## src/hw/rtl/mte_pkg.sv

```systemverilog
// Shared types, constants and codes for the MIDI track event encoder.
package mte_pkg;

  // Event kinds
  typedef enum logic [3:0] {
    OP_NOTEOFF      = 4'd0,
    OP_NOTEON       = 4'd1,
    OP_POLYTOUCH    = 4'd2,
    OP_CONTROL      = 4'd3,
    OP_PROGRAM      = 4'd4,
    OP_CHANPRESSURE = 4'd5,
    OP_BEND         = 4'd6,
    OP_SEQNUM       = 4'd7,
    OP_TEMPO        = 4'd8,
    OP_SMPTE        = 4'd9,
    OP_TIMESIG      = 4'd10,
    OP_KEYSIG       = 4'd11,
    OP_ENDTRACK     = 4'd12
  } op_t;

  // Channel status high nibbles
  localparam logic [3:0] ST_NOTEOFF      = 4'h8;
  localparam logic [3:0] ST_NOTEON       = 4'h9;
  localparam logic [3:0] ST_POLYTOUCH    = 4'hA;
  localparam logic [3:0] ST_CONTROL      = 4'hB;
  localparam logic [3:0] ST_PROGRAM      = 4'hC;
  localparam logic [3:0] ST_CHANPRESSURE = 4'hD;
  localparam logic [3:0] ST_BEND         = 4'hE;

  // Meta event bytes
  localparam logic [7:0] META_STATUS  = 8'hFF;
  localparam logic [7:0] META_SEQNUM  = 8'h00;
  localparam logic [7:0] META_TEMPO   = 8'h51;
  localparam logic [7:0] META_SMPTE   = 8'h54;
  localparam logic [7:0] META_TIMESIG = 8'h58;
  localparam logic [7:0] META_KEYSIG  = 8'h59;
  localparam logic [7:0] META_EOT     = 8'h2F;

  localparam logic [7:0] LEN_SEQNUM  = 8'h02;
  localparam logic [7:0] LEN_TEMPO   = 8'h03;
  localparam logic [7:0] LEN_SMPTE   = 8'h05;
  localparam logic [7:0] LEN_TIMESIG = 8'h04;
  localparam logic [7:0] LEN_KEYSIG  = 8'h02;
  localparam logic [7:0] LEN_EOT     = 8'h00;

  // Byte counts
  localparam int VLQ_BYTES = 4;
  localparam int EV_BYTES  = 8;
  localparam int MAX_BYTES = VLQ_BYTES + EV_BYTES;
  localparam int VLQ_LEN_W = $clog2(VLQ_BYTES + 1);
  localparam int EV_LEN_W  = $clog2(EV_BYTES + 1);
  localparam int EV_IDX_W  = $clog2(EV_BYTES);
  localparam int VLQ_IDX_W = $clog2(VLQ_BYTES);
  localparam int IDX_W     = $clog2(MAX_BYTES);

  // Request queue between front and back
  localparam int QDEPTH  = 2;
  localparam int QPTR_W  = (QDEPTH > 1) ? $clog2(QDEPTH) : 1;
  localparam int QCNT_W  = $clog2(QDEPTH + 1);

  // One classified event: delta bytes then event bytes, each left-justified
  typedef struct packed {
    logic [VLQ_BYTES-1:0][7:0] vlq;
    logic [VLQ_LEN_W-1:0]      vlq_len;
    logic [EV_BYTES-1:0][7:0]  ev;
    logic [EV_LEN_W-1:0]       ev_len;
  } evt_desc_t;

endpackage

```

## src/hw/rtl/mte_front.sv

```systemverilog
// Front end: takes requests, encodes the delta and classifies the event.
module mte_front (
  input  logic                    in_valid,
  output logic                    in_ready,
  input  logic [3:0]              in_op,
  input  logic [31:0]             in_delta_ticks,
  input  logic [3:0]              in_channel,
  input  logic [7:0]              in_arg_a,
  input  logic [7:0]              in_arg_b,
  input  logic [7:0]              in_arg_c,
  input  logic [7:0]              in_arg_d,
  input  logic [7:0]              in_arg_e,
  input  logic signed [13:0]      in_bend_value,
  input  logic [23:0]             in_tempo_us,
  output logic                    push,
  output mte_pkg::evt_desc_t      push_desc,
  input  logic                    q_ready
);

  logic [27:0] dsat;
  logic [6:0]  g3, g2, g1, g0;
  logic        op_ok;
  logic [13:0] bend_u;

  // Saturate at 0x0FFFFFFF
  assign dsat = (|in_delta_ticks[31:28]) ? 28'hFFF_FFFF : in_delta_ticks[27:0];
  assign g3 = dsat[27:21];
  assign g2 = dsat[20:14];
  assign g1 = dsat[13:7];
  assign g0 = dsat[6:0];

  // +0x2000 mod 2^14 flips the top bit
  assign bend_u = {~in_bend_value[13], in_bend_value[12:0]};

  always_comb begin
    push_desc.vlq     = '0;
    push_desc.vlq_len = '0;
    if (g3 != 7'd0) begin
      push_desc.vlq[0]  = {1'b1, g3};
      push_desc.vlq[1]  = {1'b1, g2};
      push_desc.vlq[2]  = {1'b1, g1};
      push_desc.vlq[3]  = {1'b0, g0};
      push_desc.vlq_len = mte_pkg::VLQ_LEN_W'(4);
    end else if (g2 != 7'd0) begin
      push_desc.vlq[0]  = {1'b1, g2};
      push_desc.vlq[1]  = {1'b1, g1};
      push_desc.vlq[2]  = {1'b0, g0};
      push_desc.vlq_len = mte_pkg::VLQ_LEN_W'(3);
    end else if (g1 != 7'd0) begin
      push_desc.vlq[0]  = {1'b1, g1};
      push_desc.vlq[1]  = {1'b0, g0};
      push_desc.vlq_len = mte_pkg::VLQ_LEN_W'(2);
    end else begin
      push_desc.vlq[0]  = {1'b0, g0};
      push_desc.vlq_len = mte_pkg::VLQ_LEN_W'(1);
    end

    push_desc.ev     = '0;
    push_desc.ev_len = '0;
    op_ok            = 1'b1;
    case (mte_pkg::op_t'(in_op))
      mte_pkg::OP_NOTEOFF: begin
        push_desc.ev[0]  = {mte_pkg::ST_NOTEOFF, in_channel};
        push_desc.ev[1]  = in_arg_a;
        push_desc.ev[2]  = 8'h00;
        push_desc.ev_len = mte_pkg::EV_LEN_W'(3);
      end
      mte_pkg::OP_NOTEON: begin
        push_desc.ev[0]  = {mte_pkg::ST_NOTEON, in_channel};
        push_desc.ev[1]  = in_arg_a;
        push_desc.ev[2]  = in_arg_b;
        push_desc.ev_len = mte_pkg::EV_LEN_W'(3);
      end
      mte_pkg::OP_POLYTOUCH: begin
        push_desc.ev[0]  = {mte_pkg::ST_POLYTOUCH, in_channel};
        push_desc.ev[1]  = in_arg_a;
        push_desc.ev[2]  = in_arg_b;
        push_desc.ev_len = mte_pkg::EV_LEN_W'(3);
      end
      mte_pkg::OP_CONTROL: begin
        push_desc.ev[0]  = {mte_pkg::ST_CONTROL, in_channel};
        push_desc.ev[1]  = in_arg_a;
        push_desc.ev[2]  = in_arg_b;
        push_desc.ev_len = mte_pkg::EV_LEN_W'(3);
      end
      mte_pkg::OP_PROGRAM: begin
        push_desc.ev[0]  = {mte_pkg::ST_PROGRAM, in_channel};
        push_desc.ev[1]  = in_arg_a;
        push_desc.ev_len = mte_pkg::EV_LEN_W'(2);
      end
      mte_pkg::OP_CHANPRESSURE: begin
        push_desc.ev[0]  = {mte_pkg::ST_CHANPRESSURE, in_channel};
        push_desc.ev[1]  = in_arg_a;
        push_desc.ev_len = mte_pkg::EV_LEN_W'(2);
      end
      mte_pkg::OP_BEND: begin
        push_desc.ev[0]  = {mte_pkg::ST_BEND, in_channel};
        push_desc.ev[1]  = {1'b0, bend_u[6:0]};
        push_desc.ev[2]  = {1'b0, bend_u[13:7]};
        push_desc.ev_len = mte_pkg::EV_LEN_W'(3);
      end
      mte_pkg::OP_SEQNUM: begin
        push_desc.ev[0]  = mte_pkg::META_STATUS;
        push_desc.ev[1]  = mte_pkg::META_SEQNUM;
        push_desc.ev[2]  = mte_pkg::LEN_SEQNUM;
        push_desc.ev[3]  = in_arg_a;
        push_desc.ev[4]  = in_arg_b;
        push_desc.ev_len = mte_pkg::EV_LEN_W'(5);
      end
      mte_pkg::OP_TEMPO: begin
        push_desc.ev[0]  = mte_pkg::META_STATUS;
        push_desc.ev[1]  = mte_pkg::META_TEMPO;
        push_desc.ev[2]  = mte_pkg::LEN_TEMPO;
        push_desc.ev[3]  = in_tempo_us[23:16];
        push_desc.ev[4]  = in_tempo_us[15:8];
        push_desc.ev[5]  = in_tempo_us[7:0];
        push_desc.ev_len = mte_pkg::EV_LEN_W'(6);
      end
      mte_pkg::OP_SMPTE: begin
        push_desc.ev[0]  = mte_pkg::META_STATUS;
        push_desc.ev[1]  = mte_pkg::META_SMPTE;
        push_desc.ev[2]  = mte_pkg::LEN_SMPTE;
        push_desc.ev[3]  = in_arg_a;
        push_desc.ev[4]  = in_arg_b;
        push_desc.ev[5]  = in_arg_c;
        push_desc.ev[6]  = in_arg_d;
        push_desc.ev[7]  = in_arg_e;
        push_desc.ev_len = mte_pkg::EV_LEN_W'(8);
      end
      mte_pkg::OP_TIMESIG: begin
        push_desc.ev[0]  = mte_pkg::META_STATUS;
        push_desc.ev[1]  = mte_pkg::META_TIMESIG;
        push_desc.ev[2]  = mte_pkg::LEN_TIMESIG;
        push_desc.ev[3]  = in_arg_a;
        push_desc.ev[4]  = in_arg_b;
        push_desc.ev[5]  = in_arg_c;
        push_desc.ev[6]  = in_arg_d;
        push_desc.ev_len = mte_pkg::EV_LEN_W'(7);
      end
      mte_pkg::OP_KEYSIG: begin
        push_desc.ev[0]  = mte_pkg::META_STATUS;
        push_desc.ev[1]  = mte_pkg::META_KEYSIG;
        push_desc.ev[2]  = mte_pkg::LEN_KEYSIG;
        push_desc.ev[3]  = in_arg_a;
        push_desc.ev[4]  = in_arg_b;
        push_desc.ev_len = mte_pkg::EV_LEN_W'(5);
      end
      mte_pkg::OP_ENDTRACK: begin
        push_desc.ev[0]  = mte_pkg::META_STATUS;
        push_desc.ev[1]  = mte_pkg::META_EOT;
        push_desc.ev[2]  = mte_pkg::LEN_EOT;
        push_desc.ev_len = mte_pkg::EV_LEN_W'(3);
      end
      default: begin
        // unused kinds: accepted and dropped
        op_ok = 1'b0;
      end
    endcase
  end

  assign in_ready = q_ready;
  assign push     = in_valid && q_ready && op_ok;

endmodule

```

## src/hw/rtl/mte_queue.sv

```systemverilog
// Short FIFO of classified events between front and back.
module mte_queue (
  input  logic                clk,
  input  logic                rst_n,
  input  logic                push,
  input  mte_pkg::evt_desc_t  push_desc,
  output logic                q_ready,
  input  logic                pop,
  output logic                head_valid,
  output mte_pkg::evt_desc_t  head_desc
);

  mte_pkg::evt_desc_t               entry_r [mte_pkg::QDEPTH];
  logic [mte_pkg::QPTR_W-1:0]       wr_ptr_r, wr_ptr_nxt;
  logic [mte_pkg::QPTR_W-1:0]       rd_ptr_r, rd_ptr_nxt;
  logic [mte_pkg::QCNT_W-1:0]       count_r, count_nxt;
  logic                             do_push, do_pop;

  localparam logic [mte_pkg::QPTR_W-1:0] PTR_LAST = mte_pkg::QPTR_W'(mte_pkg::QDEPTH - 1);

  assign q_ready    = (count_r != mte_pkg::QCNT_W'(mte_pkg::QDEPTH));
  assign head_valid = (count_r != '0);
  assign head_desc  = entry_r[rd_ptr_r];
  assign do_push    = push && q_ready;
  assign do_pop     = pop && head_valid;

  always_comb begin
    wr_ptr_nxt = wr_ptr_r;
    rd_ptr_nxt = rd_ptr_r;
    count_nxt  = count_r;
    if (do_push) begin
      wr_ptr_nxt = (wr_ptr_r == PTR_LAST) ? '0 : wr_ptr_r + 1'b1;
    end
    if (do_pop) begin
      rd_ptr_nxt = (rd_ptr_r == PTR_LAST) ? '0 : rd_ptr_r + 1'b1;
    end
    if (do_push && !do_pop) begin
      count_nxt = count_r + 1'b1;
    end else if (!do_push && do_pop) begin
      count_nxt = count_r - 1'b1;
    end
  end

  always_ff @(posedge clk) begin
    if (!rst_n) begin
      wr_ptr_r <= '0;
      rd_ptr_r <= '0;
      count_r  <= '0;
    end else begin
      wr_ptr_r <= wr_ptr_nxt;
      rd_ptr_r <= rd_ptr_nxt;
      count_r  <= count_nxt;
    end
  end

  always_ff @(posedge clk) begin
    if (do_push) begin
      entry_r[wr_ptr_r] <= push_desc;
    end
  end

endmodule

```

## src/hw/rtl/mte_back.sv

```systemverilog
// Back end: serializes one queued event a byte per cycle into the output register while out_ready holds.
module mte_back (
  input  logic                clk,
  input  logic                rst_n,
  input  logic                head_valid,
  input  mte_pkg::evt_desc_t  head_desc,
  output logic                pop,
  output logic                out_valid,
  input  logic                out_ready,
  output logic [7:0]          out_byte,
  output logic                out_last,
  output logic [31:0]         out_track_length
);

  logic [mte_pkg::IDX_W-1:0] idx_r, idx_nxt;
  logic [31:0]               count_r, count_nxt;
  logic                      out_valid_r, out_valid_nxt;
  logic [7:0]                byte_r;
  logic                      last_r;
  logic                      load;
  logic                      in_vlq;
  logic [mte_pkg::IDX_W-1:0] ev_off;
  logic [mte_pkg::IDX_W-1:0] last_idx;
  logic                      is_last;
  logic [7:0]                cur_byte;

  assign load    = head_valid && (!out_valid_r || out_ready);
  assign in_vlq  = idx_r < mte_pkg::IDX_W'(head_desc.vlq_len);
  assign ev_off  = idx_r - mte_pkg::IDX_W'(head_desc.vlq_len);
  assign last_idx = mte_pkg::IDX_W'(head_desc.vlq_len) + mte_pkg::IDX_W'(head_desc.ev_len)
                    - 1'b1;
  assign is_last = (idx_r == last_idx);
  assign cur_byte = in_vlq ? head_desc.vlq[idx_r[mte_pkg::VLQ_IDX_W-1:0]]
                           : head_desc.ev[ev_off[mte_pkg::EV_IDX_W-1:0]];
  assign pop     = load && is_last;

  always_comb begin
    idx_nxt       = idx_r;
    count_nxt     = count_r;
    out_valid_nxt = out_valid_r;
    if (load) begin
      idx_nxt       = is_last ? '0 : idx_r + 1'b1;
      count_nxt     = count_r + 32'd1;
      out_valid_nxt = 1'b1;
    end else if (out_ready) begin
      out_valid_nxt = 1'b0;
    end
  end

  always_ff @(posedge clk) begin
    if (!rst_n) begin
      idx_r       <= '0;
      count_r     <= '0;
      out_valid_r <= 1'b0;
    end else begin
      idx_r       <= idx_nxt;
      count_r     <= count_nxt;
      out_valid_r <= out_valid_nxt;
    end
  end

  always_ff @(posedge clk) begin
    if (load) begin
      byte_r <= cur_byte;
      last_r <= is_last;
    end
  end

  assign out_valid        = out_valid_r;
  assign out_byte         = byte_r;
  assign out_last         = last_r;
  assign out_track_length = count_r;

endmodule

```

## src/hw/rtl/midi_track_event_encoder_unit.sv

```systemverilog
// Top level of the MIDI track event encoder: front, request queue and back.
//
//   channel  direction  handshake             payload
//   in_      input      in_valid / in_ready   op, delta_ticks, channel, arg_a..e,
//                                             bend_value, tempo_us
//   out_     output     out_valid / out_ready out_byte, out_last, out_track_length
//
// Each encoded request yields 3 to 12 bytes, one per cycle while out_ready holds,
// via the back end's output register; the serializer sets the rate (bytes per event).
// The front encodes a request in the cycle it is accepted and drops unused
// kinds; a two-entry queue lets it take new requests while the back stalls.
// rst_n (synchronous) empties the queue and clears the track byte count.
// A stall on out_ready holds the current byte; input stalls once the queue fills.
module midi_track_event_encoder_unit (
  input  logic               clk,
  input  logic               rst_n,
  input  logic               in_valid,
  output logic               in_ready,
  input  logic [3:0]         in_op,
  input  logic [31:0]        in_delta_ticks,
  input  logic [3:0]         in_channel,
  input  logic [7:0]         in_arg_a,
  input  logic [7:0]         in_arg_b,
  input  logic [7:0]         in_arg_c,
  input  logic [7:0]         in_arg_d,
  input  logic [7:0]         in_arg_e,
  input  logic signed [13:0] in_bend_value,
  input  logic [23:0]        in_tempo_us,
  output logic               out_valid,
  input  logic               out_ready,
  output logic [7:0]         out_byte,
  output logic               out_last,
  output logic [31:0]        out_track_length
);

  logic               push;
  mte_pkg::evt_desc_t push_desc;
  logic               q_ready;
  logic               pop;
  logic               head_valid;
  mte_pkg::evt_desc_t head_desc;

  // Classify and encode the request
  mte_front u_front (
    .in_valid       (in_valid),
    .in_ready       (in_ready),
    .in_op          (in_op),
    .in_delta_ticks (in_delta_ticks),
    .in_channel     (in_channel),
    .in_arg_a       (in_arg_a),
    .in_arg_b       (in_arg_b),
    .in_arg_c       (in_arg_c),
    .in_arg_d       (in_arg_d),
    .in_arg_e       (in_arg_e),
    .in_bend_value  (in_bend_value),
    .in_tempo_us    (in_tempo_us),
    .push           (push),
    .push_desc      (push_desc),
    .q_ready        (q_ready)
  );

  // Decouples front and back
  mte_queue u_queue (
    .clk        (clk),
    .rst_n      (rst_n),
    .push       (push),
    .push_desc  (push_desc),
    .q_ready    (q_ready),
    .pop        (pop),
    .head_valid (head_valid),
    .head_desc  (head_desc)
  );

  // Byte serializer and running track count
  mte_back u_back (
    .clk              (clk),
    .rst_n            (rst_n),
    .head_valid       (head_valid),
    .head_desc        (head_desc),
    .pop              (pop),
    .out_valid        (out_valid),
    .out_ready        (out_ready),
    .out_byte         (out_byte),
    .out_last         (out_last),
    .out_track_length (out_track_length)
  );

endmodule

```

## config.mk

```make
export PLATFORM = sky130hd
export DESIGN_NAME = midi_track_event_encoder_unit
export DESIGN_NICKNAME = d
export VERILOG_FILES = /design/src/hw/rtl/mte_pkg.sv /design/src/hw/rtl/mte_front.sv /design/src/hw/rtl/mte_queue.sv /design/src/hw/rtl/mte_back.sv /design/src/hw/rtl/midi_track_event_encoder_unit.sv
export SDC_FILE = /design/constraint.sdc
export NUM_CORES = 1
export LEC_CHECK = 0
export ABC_AREA = 1
export BUFFER_PORTS_ARGS = -buffer_cell sky130_fd_sc_hd__buf_2
export CELL_PAD_IN_SITES_DETAIL_PLACEMENT = 0
export CELL_PAD_IN_SITES_GLOBAL_PLACEMENT = 2
export CORE_AREA = 10 10 189 191
export CTS_BUF_LIST = sky130_fd_sc_hd__clkbuf_2 sky130_fd_sc_hd__clkbuf_4 sky130_fd_sc_hd__clkbuf_8
export CTS_CLUSTER_DIAMETER = 120
export DETAILED_ROUTE_END_ITERATION = 10
export DIE_AREA = 0 0 199 201
export PLACE_DENSITY = 0.95
export SETUP_SLACK_MARGIN = 0.2
export SLEW_MARGIN = 20
export SYNTH_ARGS = -nofsm -noshare
export SYNTH_HDL_FRONTEND = slang
export SYNTH_HIERARCHICAL = 1
export SYNTH_SLANG_ARGS = --single-unit
```

## constraint.sdc

```tcl
create_clock -name clk -period 12.3 [get_ports clk]
set_input_delay 1.845 -clock clk [delete_from_list [all_inputs] [get_ports clk]]
set_output_delay 1.845 -clock clk [all_outputs]
set_load 0.005 [all_outputs]
```

==> metrics.cfg, run 1 <==
[outcome]
status = finished, final reports clean

[detailed_routing]
drc = 0
drt-total-wl_mm = 32.6
vias_per_cell = 4.99
ant_nets = 0
wl_per_cell_um = 17.3
drtPass1Iterations = 5
drtIter0Drc = 688
num_vias = 9438

[clock_tree]
hold_buffers = 0
clk_pin_slew_worst_paths_ns = 0.06
cts_buffer_depth = 3
cts.htree.levels = 2
tritoncts_num_sinks = 257
clk_latency_ns = 0.55
cts_buffers = 43
cts_resized = 0
cts_setup_buffers = 0
cts_tree = done
root_buffer = clkbuf_8

[floorplan]
die_w_um = 199
core_area_um2 = 32000
start_util_pct = 40.1
die-area_um2 = 40000
std_cell_rows = 66
die_y_um = 201
pin_count = 165

[critical_path]
crit_path_top_delay_cell = dfxtp_4
reg2reg_to = u_queue/count_r[1]
cp-start-kind = flop
path_max_fanout = 56
crit_path_end_kind = flop
reg2reg_depth = 20
crit_top_cell = inv_1
cp_cell_sequence = buf_4 -> mux2_2 -> inv_1 -> ha_1 -> inv_1 -> ha_1 -> inv_1 -> fa_1 -> xnor2_1 -> nand2_1 -> nand2_1 -> nand2_1 -> nor2_1 -> o21a_1 -> inv_1 -> ha_1 -> inv_1 -> nand4_1 -> nand2_1 -> nor2_1
r2r_slack_ns = 8.01
slowest_delay_ns = 0.77
crit_type = reg -> reg
crit_arrival_ns = 4.74
required_ns = 12.74

[synthesis]
yosysWarnings = 6
synthAdderAreaFrac_pct = 1.19
ys_seq_area_share_pct = 56.7
synthesis.area_um2 = 12900
yosys.area.top_type = edfxtp_1
synth_compound_area_share_pct = 7.64
synth.top_cells.by_area = edfxtp_1 (50%), mux2_2 (9.0%), nand2_1 (6.9%)
syn_avg_cell_area_um2 = 10.0
synth_edf_count = 215
synth.distinct_cells = 43
synth_nets = 1416
ys_ff_latch = 257
yosys-mux-area-fraction_pct = 9.02
synth_xor_area_share_pct = 0.885
ys.flop_type = edfxtp_1
synth_top_family_by_area = simple AND/OR/NAND/NOR gates
synth-async-reset-ratio_pct = 0
synth-simple-area-share_pct = 17.8
synth_top_area_share_pct = 50.2
yosysMostFrequentCell = nand2_1
yosys-top-cells-count = nand2_1 (236), edfxtp_1 (215), nor2_1 (198)
synth_cells = 1283

[timing]
relSlewSlack_pct = 28.5
fin_crit_sh_pct = 34.9
worst_slack_ns = 8.01
period_minus_slack_ns = 4.29
worst_pin_slew_ns = 1.07
maxSlewViolCount = 0
fmax_mhz = 233
hold_violations = 0
rsz0062_at_grt = false
finalSetupTns_ns = 0
skew_ns = 0.0145
setup_viol = 0

[cells_and_area]
diodes = 0
instances_no_fill = 1890
final_util_pct = 46.2
synthToLayoutAreaGrowth_pct = 15.1
final_layout_size_suffix_gt1_share_pct = 26.2
final_nets = 1584

[job]
maxCapViolCount = 0

[grt]
first_global_vias = 9422
grt_max_degree = 80
gr-total-overflow = 0
antenna_found_initial = 0
track_usage_pct = 16.1
grt_pass1_wl_mm = 51.2

[worst_hold_path]
holdPathEnd = u_back/out_track_length[5]
min_path_cells = 2
hp-class = reg -> reg
min_from = u_back/out_track_length[5]

[placed_design]
pre_cts_ws_ns = 7.54
place_inst = 1813
io_buffers = 164
hpwl_mm = 23.4
place.gp.congestion = 0.844

[power_and_ir_drop]
ir_drop_uv = 69.2
p_leak_nw = 5.65
powerDensity_nw_per_um2 = 157

-- power by group --
group          total, mW  switching (mW)  internal [mW]
sequential          1.08          0.0390           1.04
clock              0.755           0.339          0.417
combinational      0.492           0.329          0.163
-- how the worst max path moves through the flow --
stage / start / end / cells after the start / slack, ns
after CTS: flop / u_queue/count_r[1] / 20 / 7.99
after global placement: in_op[0] / u_queue/entry_r[0][73] / 7 / 7.61
final: flop / u_queue/count_r[1] / 20 / 8.01
after global routing: flop / u_queue/count_r[1] / 20 / 7.70
after floorplan: in_op[1] / u_queue/entry_r[0][0] / 6 / 4.95
after detailed placement: in_op[0] / u_queue/entry_r[0][73] / 7 / 7.54
-- cells by family after synthesis --
group                      count (synthesis)
DFF                                      257
AOI/OAI and AO/OA                        174
other                                      1
and+or+nand+nor                          535
adders and majority gates                 11
buffers and inverters                    189
muxes                                    103
xor gates and xnor gates                  13
-- state kept, by name, summed over array words and instances (netlist names), named ones only --
| register | flops |
|---|---|
| u_back/idx_r | 4 |
| u_back/out_last | 1 |
| u_back/out_track_length | 32 |
| u_queue/wr_ptr_r | 1 |
| u_back/out_byte | 8 |
| u_queue/count_r | 2 |
| u_queue/entry_r | 206 |
| u_queue/rd_ptr_r | 1 |
| u_back/out_valid | 1 |
-- metal layers --
layer  GRT usage [%]  wire (um)
met1            22.0      15200
met2            25.5      15400
met3            3.27       1650
met4            3.71        361
met5               0          0
-- placed cells by master (no fill, tap or decap), types with 2 or more instances in the layout --
| master | Yosys | final |
|---|---|---|
| a21oi_1 | 32 | 32 |
| a221o_1 | 3 | 3 |
| a32o_1 | 8 | 8 |
| buf_2 | 17 | 164 |
| buf_4 | 8 | 4 |
| clkbuf_4 | 0 | 15 |
| clkbuf_8 | 0 | 46 |
| clkinv_1 | 2 | 9 |
| clkinv_2 | 0 | 3 |
| dfxtp_1 | 42 | 41 |
| edfxtp_1 | 215 | 215 |
| fa_1 | 2 | 2 |
| ha_1 | 9 | 8 |
| inv_1 | 133 | 133 |
| inv_2 | 8 | 8 |
| inv_8 | 0 | 2 |
| mux2_2 | 103 | 103 |
| nand2_1 | 236 | 235 |
| nand2_2 | 6 | 7 |
| nand3_1 | 39 | 39 |
| nand3_2 | 2 | 2 |
| nand3b_1 | 2 | 2 |
| nand4_1 | 14 | 14 |
| nor2_1 | 198 | 196 |
| nor2_2 | 10 | 10 |
| nor2_4 | 9 | 11 |
| nor3_1 | 11 | 11 |
| nor3_2 | 4 | 4 |
| o211ai_1 | 2 | 2 |
| o21ai_0 | 92 | 92 |
| o21ai_1 | 7 | 7 |
| o22ai_1 | 26 | 26 |
| xnor2_1 | 5 | 5 |
| xor2_1 | 8 | 8 |
-- stage by stage --
stage | cell area [um2] | total power [mW] | hold WS, ns
final | 14800 | 2.32 | 0.495
after floorplan | 12900 | 1.43 | 0.467
after CTS | 14800 | 2.34 | 0.495
after global routing | 14800 | 2.46 | 0.518
after global placement | 13900 | 1.58 | 0.478
after detailed placement | 13900 | 1.58 | 0.486
-- layout make-up --
cell class / instances / area [um2]
Sequential cell: 257 / 7300
Tap cell: 408 / 510
Timing Repair Buffer: 169 / 871
Clock inverter: 15 / 118
Multi-Input combinational cell: 837 / 4730
Inverter: 143 / 537
Fill cell: 3092 / 17200
Clock buffer: 61 / 746
-- critical path: cells and delay by family, from the launching register on --
kind | cells | cell delay (ns)
compound gates | 1 | 0.16
buf+inv | 6 | 1.02
flops | 1 | 0.77
fa+ha+maj | 4 | 1.06
simple gates | 7 | 0.54
mux | 1 | 0.41
xor+xnor | 1 | 0.17
(Power assumes the default switching activity.)
==> run 2, diff against run 1 <==
--- a/config.mk
+++ b/config.mk
@@ -9,12 +9,12 @@
 export BUFFER_PORTS_ARGS = -buffer_cell sky130_fd_sc_hd__buf_2
 export CELL_PAD_IN_SITES_DETAIL_PLACEMENT = 0
 export CELL_PAD_IN_SITES_GLOBAL_PLACEMENT = 2
-export CORE_AREA = 10 10 189 191
+export CORE_AREA = 10 10 195 197
 export CTS_BUF_LIST = sky130_fd_sc_hd__clkbuf_2 sky130_fd_sc_hd__clkbuf_4 sky130_fd_sc_hd__clkbuf_8
 export CTS_CLUSTER_DIAMETER = 120
 export DETAILED_ROUTE_END_ITERATION = 10
-export DIE_AREA = 0 0 199 201
-export PLACE_DENSITY = 0.95
+export DIE_AREA = 0 0 205 207
+export PLACE_DENSITY = 0.92
 export SETUP_SLACK_MARGIN = 0.2
 export SLEW_MARGIN = 20
 export SYNTH_ARGS = -nofsm -noshare
==> constraint.sdc (replaced) <==
create_clock -name clk -period 4.3 [get_ports clk]
set_input_delay 0.645 -clock clk [delete_from_list [all_inputs] [get_ports clk]]
set_output_delay 0.645 -clock clk [all_outputs]
set_load 0.005 [all_outputs]
==> metrics.cfg, run 2 (synthesis gave the netlist of run 1 again) <==
[cells_and_area]
final_layout_size_suffix_gt1_share_pct = 26.1
diodes = 0
layout_commonest_cell = nand2_1
regMostFlops = u_queue/entry_r
layout_common_cells = nand2_1 (236), edfxtp_1 (215), nor2_1 (196), buf_2 (164), inv_1 (133)
register_area_um2 = 7300
multiInputGateArea_um2 = 4720
nFillCells = 3321
largest_reg_flops = 206
final_nets = 1592
synthToLayoutAreaGrowth_pct = 16.0

[power_and_ir_drop]
intPower_mw = 4.56
combPwrFrac_pct = 21.7
swShare_pct = 30.1
power_frac_seq_pct = 46.6
powerDensity_nw_per_um2 = 438
switchingPower_mw = 1.97
p_clk_share_pct = 31.7
total_power_mw = 6.53
p_leak_nw = 5.68
ir_drop_uv = 180

[placed_design]
hpwl_mm = 25.2
io_buffers = 164
place.gp.congestion = 0.855
pre_cts_ws_ns = 1.20

[grt]
grt_pass1_wl_mm = 52.4
grt_max_degree = 70
gr-total-overflow = 0
antenna_found_initial = 0
first_global_vias = 9597
track_usage_pct = 15.4

[job]
maxCapViolCount = 0

[timing]
maxSlewViolCount = 0
hold_violations = 0
skew_ns = 0.0315
whs_ns = 0.403
worst_slack_ns = 1.20
setup_viol = 0
fmax_mhz = 323
fin_crit_sh_pct = 72.1
worst_pin_slew_ns = 1.04
period_minus_slack_ns = 3.10
relSlewSlack_pct = 30.7
rsz0062_at_grt = false

[detailed_routing]
drtPass1Iterations = 5
drtIter0Drc = 613
drt-total-wl_mm = 33.8
drc = 0
ant_nets = 0
wl_per_cell_um = 17.4
vias_per_cell = 4.88
num_vias = 9499

[worst_hold_path]
hp-class = in -> reg
min_from = in_tempo_us[7]

[outcome]
status = finished, final reports clean

[critical_path]
cp-start-kind = flop
path_max_fanout = 8
crit_path_end_kind = flop
crit_arrival_ns = 3.58
r2r_slack_ns = 1.20
crit_type = reg -> reg
required_ns = 4.78

[floorplan]
std_cell_rows = 68
core_area_um2 = 34100
pin_count = 165
die-area_um2 = 42400
start_util_pct = 37.7
die_y_um = 207
die_w_um = 205

[clock_tree]
cts_buffers = 43
cts_buffer_depth = 3
clk_latency_ns = 0.56
hold_buffers = 0
cts_resized = 0
root_buffer = clkbuf_8
clk_pin_slew_worst_paths_ns = 0.06
tritoncts_num_sinks = 257
cts.htree.levels = 2
cts_setup_buffers = 0
cts_tree = done

## run 2: changes by cell type in the layout (fill, tap and decap cells not counted), moves of 3 or more
cell and change:
clkinv_2 +3, buf_12 +3, buf_4 +5, clkbuf_4 -6, clkinv_1 +7
## run 2: critical path: stages (launching register included)
cell and delay [ns]:
dfxtp_4 0.40, mux2_2 0.38, inv_1 0.07, ha_1 0.21, inv_1 0.06, ha_1 0.14, inv_1 0.05, fa_1 0.41
xor2_1 0.15, nand2_1 0.07, nand2_1 0.07, nand2_1 0.10, nor2_1 0.10, o21a_1 0.16, inv_1 0.05, ha_1 0.30
inv_1 0.08, nand3_1 0.08, nand2_1 0.06, inv_1 0.04, nor2_1 0.08
## run 2: cell type report
type                    count  share of cell area (%)
flip-flops and latches    257                    48.9
clock buffers              53                    4.51
repair buffers            177                    6.49
clock inverters            24                    1.05
inverters                 143                    3.60
multi-input cells         837                    31.6
well taps                 455                    3.81
## run 2: worst paths after layout
check	cells past startpoint	to
worst min-delay path	2	u_queue/entry_r[1][51]
worst max register to register	20	u_queue/count_r[1]
worst max-delay path	20	u_queue/count_r[1]
worst min register to register	2	u_back/out_track_length[2]
## run 2: power by group through the flow
stage / combinational, mW / clock [mW] / sequential [mW]
finish: 1.41 / 2.07 / 3.04
global route: 1.58 / 2.26 / 3.06
CTS: 1.42 / 2.15 / 3.05
detailed placement: 1.41 / 0 / 3.10
global placement: 1.40 / 0 / 3.09
floorplan: 0.982 / 0 / 3.08
## run 2: routing by layer
metal / wire (um) / up-vias / track usage [%]
met5: 0 / - / 0
met1: 15300 / 4460 / 20.3
li1: - / 4717 / -
met3: 1930 / 50 / 3.14
met4: 734 / 0 / 5.03
met2: 15900 / 272 / 24.9
## run 2: stage by stage
| stage | cell area (um2) | std cells | setup TNS [ns] | utilization, % |
|---|---|---|---|---|
| floorplan | 12900 | 1283 | -27.59 | - |
| global placement | 14100 | 1869 | 0 | 41.3 |
| detailed placement | 14100 | 1869 | 0 | 41.3 |
| CTS | 14900 | 1946 | 0 | 43.7 |
| global route | 14900 | 1946 | 0 | 43.7 |
| finish | 14900 | 1946 | 0 | 43.7 |
